===== src/rtl/hsvrgb_pkg.sv =====
`timescale 1ns / 1ps
// ----------------------------------------------------------------------------
// HSV to RGB converter package
// Item types, sector codes and the constants shared by the pipeline stages.
// ----------------------------------------------------------------------------
package hsvrgb_pkg;

  typedef struct packed {
    logic [7:0] hue;
    logic [7:0] saturation;
    logic [7:0] brightness;
  } hsv_t;

  typedef struct packed {
    logic [7:0] red;
    logic [7:0] green;
    logic [7:0] blue;
  } rgb_t;

  typedef enum logic [2:0] {
    SECTOR_0 = 3'd0,
    SECTOR_1 = 3'd1,
    SECTOR_2 = 3'd2,
    SECTOR_3 = 3'd3,
    SECTOR_4 = 3'd4,
    SECTOR_5 = 3'd5
  } sector_e;

  // Side information that travels alongside the arithmetic stages.
  typedef struct packed {
    sector_e    sector;
    logic [7:0] brightness;
  } side_t;

  localparam int unsigned FULL_SCALE = 255;
  localparam int unsigned FULL_SQ    = FULL_SCALE * FULL_SCALE;
  // floor(2^32 / 65025); the estimate it gives is low by at most one.
  localparam int unsigned RECIP_SQ   = 66051;
  localparam int unsigned RECIP_SH   = 32;

endpackage


===== src/rtl/hsvrgb_product.sv =====
`timescale 1ns / 1ps
// ----------------------------------------------------------------------------
// HSV to RGB product stages
// Two register stages forming the scaled products and the first quotient.
// ----------------------------------------------------------------------------
module hsvrgb_product (
  input  logic        clk_i,
  input  logic [7:0]  sat_i,
  input  logic [7:0]  val_i,
  input  logic [7:0]  frac_i,
  output logic [7:0]  p1_o,
  output logic [23:0] m2_o,
  output logic [23:0] m3_o
);
  import hsvrgb_pkg::*;

  logic [15:0] t1_d, t1_q;
  logic [15:0] a2_d, a2_q;
  logic [15:0] a3_d, a3_q;
  logic [7:0]  val_d, val_q;
  logic [15:0] n2, n3;
  logic [15:0] t1_sum;
  logic [7:0]  p1_d, p1_q;
  logic [23:0] m2_d, m2_q;
  logic [23:0] m3_d, m3_q;

  always_comb begin
    t1_d  = 16'(val_i) * 16'(8'(FULL_SCALE) - sat_i);
    a2_d  = 16'(sat_i) * 16'(frac_i);
    a3_d  = 16'(sat_i) * 16'(8'(FULL_SCALE) - frac_i);
    val_d = val_i;
  end

  always_ff @(posedge clk_i) begin
    t1_q  <= t1_d;
    a2_q  <= a2_d;
    a3_q  <= a3_d;
    val_q <= val_d;
  end

  always_comb begin
    t1_sum = t1_q + 16'd1 + {8'd0, t1_q[15:8]};
    p1_d   = t1_sum[15:8];
    n2     = 16'(FULL_SQ) - a2_q;
    n3     = 16'(FULL_SQ) - a3_q;
    m2_d   = 24'(val_q) * 24'(n2);
    m3_d   = 24'(val_q) * 24'(n3);
  end

  always_ff @(posedge clk_i) begin
    p1_q <= p1_d;
    m2_q <= m2_d;
    m3_q <= m3_d;
  end

  assign p1_o = p1_q;
  assign m2_o = m2_q;
  assign m3_o = m3_q;

endmodule


===== src/rtl/hsvrgb_div.sv =====
`timescale 1ns / 1ps
// ----------------------------------------------------------------------------
// HSV to RGB quotient unit
// Floor division by 65025 through a registered reciprocal estimate and a
// single correction step.
// ----------------------------------------------------------------------------
module hsvrgb_div (
  input  logic        clk_i,
  input  logic [23:0] num_i,
  output logic [7:0]  quo_o
);
  import hsvrgb_pkg::*;

  logic [40:0] prod;
  logic [7:0]  est_d, est_q;
  logic [23:0] num_d, num_q;
  logic [23:0] back;
  logic [23:0] rem;

  always_comb begin
    prod  = 41'(num_i) * 41'(RECIP_SQ);
    est_d = prod[RECIP_SH+7:RECIP_SH];
    num_d = num_i;
  end

  always_ff @(posedge clk_i) begin
    est_q <= est_d;
    num_q <= num_d;
  end

  always_comb begin
    back  = 24'(est_q) * 24'(FULL_SQ);
    rem   = num_q - back;
    quo_o = (rem >= 24'(FULL_SQ)) ? est_q + 8'd1 : est_q;
  end

endmodule


===== src/rtl/hsv_to_rgb_converter_core.sv =====
`timescale 1ns / 1ps
// ----------------------------------------------------------------------------
// HSV to RGB converter core
// Converts one 8-bit hue, saturation and brightness item into 8-bit red,
// green and blue with exact floor rounding.
// ----------------------------------------------------------------------------
// The core takes an item in every clock cycle and busy_o stays low. Each
// result appears on rgb_o with done_o high for exactly one cycle, after the
// five register stages of sector split, two product stages, the reciprocal
// divider and the output select. Results leave in the order their items
// arrived.
module hsv_to_rgb_converter_core (
  input  logic               clk_i,
  input  logic               rst_ni,
  input  logic               start_i,
  output logic               busy_o,
  input  hsvrgb_pkg::hsv_t   hsv_i,
  output logic               done_o,
  output hsvrgb_pkg::rgb_t   rgb_o
);
  import hsvrgb_pkg::*;

  logic [10:0] scaled;
  sector_e     sector_d;
  logic [7:0]  frac_d;
  logic        accept;

  logic [4:0]  valid_q;
  logic [4:0]  valid_d;

  sector_e     sector_q;
  logic [7:0]  frac_q;
  logic [7:0]  sat_q;
  logic [7:0]  val_q;

  side_t       side_d;
  side_t       side2_q, side3_q, side4_q;
  logic [7:0]  p1_s3, p1_q;
  logic [23:0] m2_s3, m3_s3;
  logic [7:0]  p2, p3;

  rgb_t        rgb_d, rgb_q;

  assign busy_o = 1'b0;
  assign accept = start_i && !busy_o;

  always_comb begin
    scaled = {1'b0, hsv_i.hue, 2'b00} + {2'b00, hsv_i.hue, 1'b0};
    priority if (scaled >= 11'(6 * FULL_SCALE)) begin
      sector_d = SECTOR_5;
      frac_d   = 8'd0;
    end else if (scaled >= 11'(5 * FULL_SCALE)) begin
      sector_d = SECTOR_5;
      frac_d   = 8'(scaled - 11'(5 * FULL_SCALE));
    end else if (scaled >= 11'(4 * FULL_SCALE)) begin
      sector_d = SECTOR_4;
      frac_d   = 8'(scaled - 11'(4 * FULL_SCALE));
    end else if (scaled >= 11'(3 * FULL_SCALE)) begin
      sector_d = SECTOR_3;
      frac_d   = 8'(scaled - 11'(3 * FULL_SCALE));
    end else if (scaled >= 11'(2 * FULL_SCALE)) begin
      sector_d = SECTOR_2;
      frac_d   = 8'(scaled - 11'(2 * FULL_SCALE));
    end else if (scaled >= 11'(FULL_SCALE)) begin
      sector_d = SECTOR_1;
      frac_d   = 8'(scaled - 11'(FULL_SCALE));
    end else begin
      sector_d = SECTOR_0;
      frac_d   = scaled[7:0];
    end
  end

  always_ff @(posedge clk_i) begin
    sector_q <= sector_d;
    frac_q   <= frac_d;
    sat_q    <= hsv_i.saturation;
    val_q    <= hsv_i.brightness;
  end

  assign valid_d = {valid_q[3:0], accept};

  always_ff @(posedge clk_i or negedge rst_ni) begin
    if (!rst_ni) begin
      valid_q <= '0;
    end else begin
      valid_q <= valid_d;
    end
  end

  assign side_d = '{sector: sector_q, brightness: val_q};

  always_ff @(posedge clk_i) begin
    side2_q <= side_d;
    side3_q <= side2_q;
    side4_q <= side3_q;
    p1_q    <= p1_s3;
  end

  hsvrgb_product u_product (
    .clk_i  (clk_i),
    .sat_i  (sat_q),
    .val_i  (val_q),
    .frac_i (frac_q),
    .p1_o   (p1_s3),
    .m2_o   (m2_s3),
    .m3_o   (m3_s3)
  );

  hsvrgb_div u_div_p2 (
    .clk_i (clk_i),
    .num_i (m2_s3),
    .quo_o (p2)
  );

  hsvrgb_div u_div_p3 (
    .clk_i (clk_i),
    .num_i (m3_s3),
    .quo_o (p3)
  );

  always_comb begin
    unique case (side4_q.sector)
      SECTOR_0: rgb_d = '{red: side4_q.brightness, green: p3, blue: p1_q};
      SECTOR_1: rgb_d = '{red: p2, green: side4_q.brightness, blue: p1_q};
      SECTOR_2: rgb_d = '{red: p1_q, green: side4_q.brightness, blue: p3};
      SECTOR_3: rgb_d = '{red: p1_q, green: p2, blue: side4_q.brightness};
      SECTOR_4: rgb_d = '{red: p3, green: p1_q, blue: side4_q.brightness};
      SECTOR_5: rgb_d = '{red: side4_q.brightness, green: p1_q, blue: p2};
      default:  rgb_d = '{red: side4_q.brightness, green: p1_q, blue: p2};
    endcase
  end

  always_ff @(posedge clk_i) begin
    rgb_q <= rgb_d;
  end

  assign done_o = valid_q[4];
  assign rgb_o  = rgb_q;

endmodule


===== config.mk =====
export PLATFORM = sky130hd
export DESIGN_NAME = hsv_to_rgb_converter_core
export DESIGN_NICKNAME = d
export VERILOG_FILES = /design/src/rtl/hsvrgb_pkg.sv /design/src/rtl/hsvrgb_product.sv /design/src/rtl/hsvrgb_div.sv /design/src/rtl/hsv_to_rgb_converter_core.sv
export SDC_FILE = /design/constraint.sdc
export NUM_CORES = 2
export LEC_CHECK = 0
export BUFFER_PORTS_ARGS = -buffer_cell sky130_fd_sc_hd__buf_2
export CAP_MARGIN = 0
export CORE_AREA = 5 5 254 256
export DETAILED_ROUTE_END_ITERATION = 8
export DIE_AREA = 0 0 259 261
export PLACE_DENSITY = 0.74
export SLEW_MARGIN = 20
export SYNTH_ARGS = -nofsm -noshare
export SYNTH_HDL_FRONTEND = slang
export SYNTH_SLANG_ARGS = --single-unit

===== constraint.sdc =====
create_clock -name clk_i -period 5.4 [get_ports clk_i]
set_input_delay 1.08 -clock clk_i [delete_from_list [all_inputs] [get_ports clk_i]]
set_output_delay 1.08 -clock clk_i [all_outputs]
set_load 0.005 [all_outputs]

==> flow_summary.ini <==
[sta]
worstMarginPinSlew_ns = 1.08
report.final.slew_viol_count = 0
hold_ws_ns = 0.291
fin_crit_sh = 1.03
finClkSkew_ns = 0.0127
max_freq_ghz = 0.180
rsz0062_at_grt = true
hold_viol = 0
period_needed_ns = 5.56
maxSlewHeadroom = 0.278
layout_setup_ws_ns = -0.158
setup_viol_count_final = 7

[placement]
placed_cell_area_um2 = 36600
pre_cts_slack_ns = -0.286
gp_congestion = 0.925
dp_hpwl_um = 59100
portBuffers = 51

[logic_synthesis]
yosys.area.top_type_share = 0.240
ys_warn_count = 0
synth_most_common_cell = inv_1
ys_seq_elements = 265
synth_common_cells = 688 x inv_1, 649 x ha_1, 385 x fa_1
ys.flop_type = dfxtp_1
synth-edff-count = 0
synth_nets = 4726
syn_inst = 3665
synth_area_leader_cell = ha_1
synthTopCellsByArea = ha_1 24%, fa_1 23%, dfxtp_1 15%
synth-seq-area-share = 0.158
synth_cell_types = 89
syn_area_um2 = 33800
syn_avg_cell_area_um2 = 9.21
synthArstFlopShare = 0.0189

[routing]
wl_per_cell_um = 15.2
vias = 25274
drt.antenna.violating_nets = 0
drt_first_pass_iters = 7
drt_wl_total_um = 73000
vias_per_cell = 5.28
remaining_drc_errors = 0
initialDrtViolationCount = 1189

[final_layout]
num-fill-cells = 5019
drive_above_1_share = 0.144
synthToLayoutAreaGrowth_pct = 15.2
nNetsFinal = 4979
fin_area_um2 = 38900

[clock_network]
h-tree-depth = 1
clk_path_buf_depth = 3
ctsHoldBuffers = 0
cts.reportedPaths.clkPinSlew_ns = 0.07
cts_tree = built
cts_sinks = 265
cts_buffers = 30
insertion_delay_ns = 0.59
cts_root_buffer = clkbuf_16

[hold_path]
hold_class = in2async

[run]
drv_cap = 0

[setup_path]
cp.required_ns = 5.87
path_class = reg2reg
r2r_cells = 24
start_kind = flop
crit_start = u_product.a2_q[2]
r2r-start = u_product.a2_q[2]
setup.worst_path.end = u_product.m2_o[22]
cp.arrival_ns = 6.02
cp_max_fo = 4
r2r_end = u_product.m2_o[22]
worstSetupEndpointType = flop
rrSetupSlack_ns = -0.16

[grt]
grt_pass1_vias = 25855
grt_max_degree = 36
antenna_found_initial = 5
overflow = 0
grt_pass1_wl_um = 122000
grt_util_all_layers = 0.214

[die]
coreArea_um2 = 62300
die_x_um = 259
die_h_um = 261
dieArea_um2 = 67600
num_rows = 92
start_util = 0.542
io_pins = 53

[outcome]
outcome = finished, violations left
violations = setup timing
[how the worst min path moves through the flow]
stage	start	cells after the start	slack, ns	end
floorplan	u_product.p1_o[0]	0	0.31	p1_q[0]
global placement	u_product.p1_o[1]	0	0.31	p1_q[1]
detailed placement	side3_q[10]	0	0.31	side4_q[10]
CTS	rst_ni	1	0.26	valid_q[1]
global route	rst_ni	1	0.28	valid_q[0]
finish	rst_ni	1	0.29	valid_q[1]
[stage by stage]
| step | setup TNS, ns | utilization | instances |
|---|---|---|---|
| after floorplan | -0.119 | - | 3665 |
| final | -0.441 | 0.625 | 4790 |
| after global routing | -6.55 | 0.625 | 4787 |
| after CTS | -0.250 | 0.611 | 4766 |
| after global placement | -1.00 | 0.587 | 4696 |
| after detailed placement | -3.35 | 0.587 | 4696 |
[flip-flops by register name (all words and copies together), names as in the netlist, 11 cells and up]
signal	count
u_div_p3.num_q	24
u_product.a2_q	16
u_div_p2.num_q	24
side3_q	11
u_product.m2_o	24
rgb_o	24
u_product.m3_o	24
u_product.a3_q	16
side4_q	11
u_product.t1_q	16
[cell usage in the layout (no fill, tap or decap), types with 17 or more instances in the layout]
cell type	netlist	routed
buf_4	1	243
nand2b_1	87	86
a21oi_1	127	113
mux2i_1	22	21
and3_1	23	22
nand3_1	52	44
nand2_1	280	273
dfxtp_1	260	249
nor2_1	110	106
a211oi_1	21	17
and2_1	143	127
inv_1	688	671
ha_1	649	628
xnor2_1	108	93
buf_2	7	51
o21a_1	23	22
clkbuf_16	0	31
fa_1	385	382
o211ai_1	21	21
o21ai_0	93	82
nor2b_1	105	104
a21o_1	49	49
nand4_1	17	17
or3_1	28	23
xor2_1	48	39
nor3_1	28	19
[layout make-up]
class                           instances  area (um^2)  share of cell area
Inverter                              690         2590              0.0667
Multi-Input combinational cell       2624        26600               0.685
Clock inverter                         20          226             0.00582
Tap cell                              846         1060              0.0272
Timing Repair Buffer                  307         2230              0.0574
Clock buffer                           35          811              0.0208
Antenna cell                            3         7.51            0.000193
Sequential cell                       265         5340               0.137
[critical path: stages (launching register included)]
cell and delay, ns:
dfxtp_2 0.33, inv_2 0.07, ha_4 0.14, nand2_4 0.05, or3_4 0.33, or3_4 0.41, xnor2_4 0.22, and2_4 0.18
fa_1 0.43, fa_1 0.53, inv_2 0.04, fa_1 0.49, inv_2 0.04, fa_1 0.54, ha_4 0.21, and2_4 0.15
o21ai_2 0.12, inv_1 0.06, a31oi_2 0.18, a211o_1 0.17, nand3_2 0.08, o211ai_1 0.24, o21bai_1 0.12, a21oi_1 0.20
xnor2_1 0.11
[metal layers]
metal	vias to the layer above	GRT usage	wire length, um
li1	12389	-	-
met2	591	0.377	35600
met1	12165	0.278	31800
met4	4	0.0484	1630
met3	125	0.0354	3920
met5	-	0	21
[repair_timing]
item | CTS | global route
setup buffers | 15 | 23
pin swaps | 36 | 125
gates resized for setup | 61 | 155
endpoints found under the setup margin | 33 | 40
[logic make-up after synthesis]
family,Yosys count,synth area share
adder cells (fa/ha/maj),1034,0.469
AND/OR/NAND/NOR,903,0.138
buffers and inverters,776,0.0871
AO/OA/AOI/OAI,508,0.101
flip-flops,265,0.158
XOR/XNOR,156,0.0405
multiplexers,22,0.00652
other,1,0.000111
Power is not shown: default switching activity piles up to over one toggle a cycle in this logic, so the estimate is an artifact.
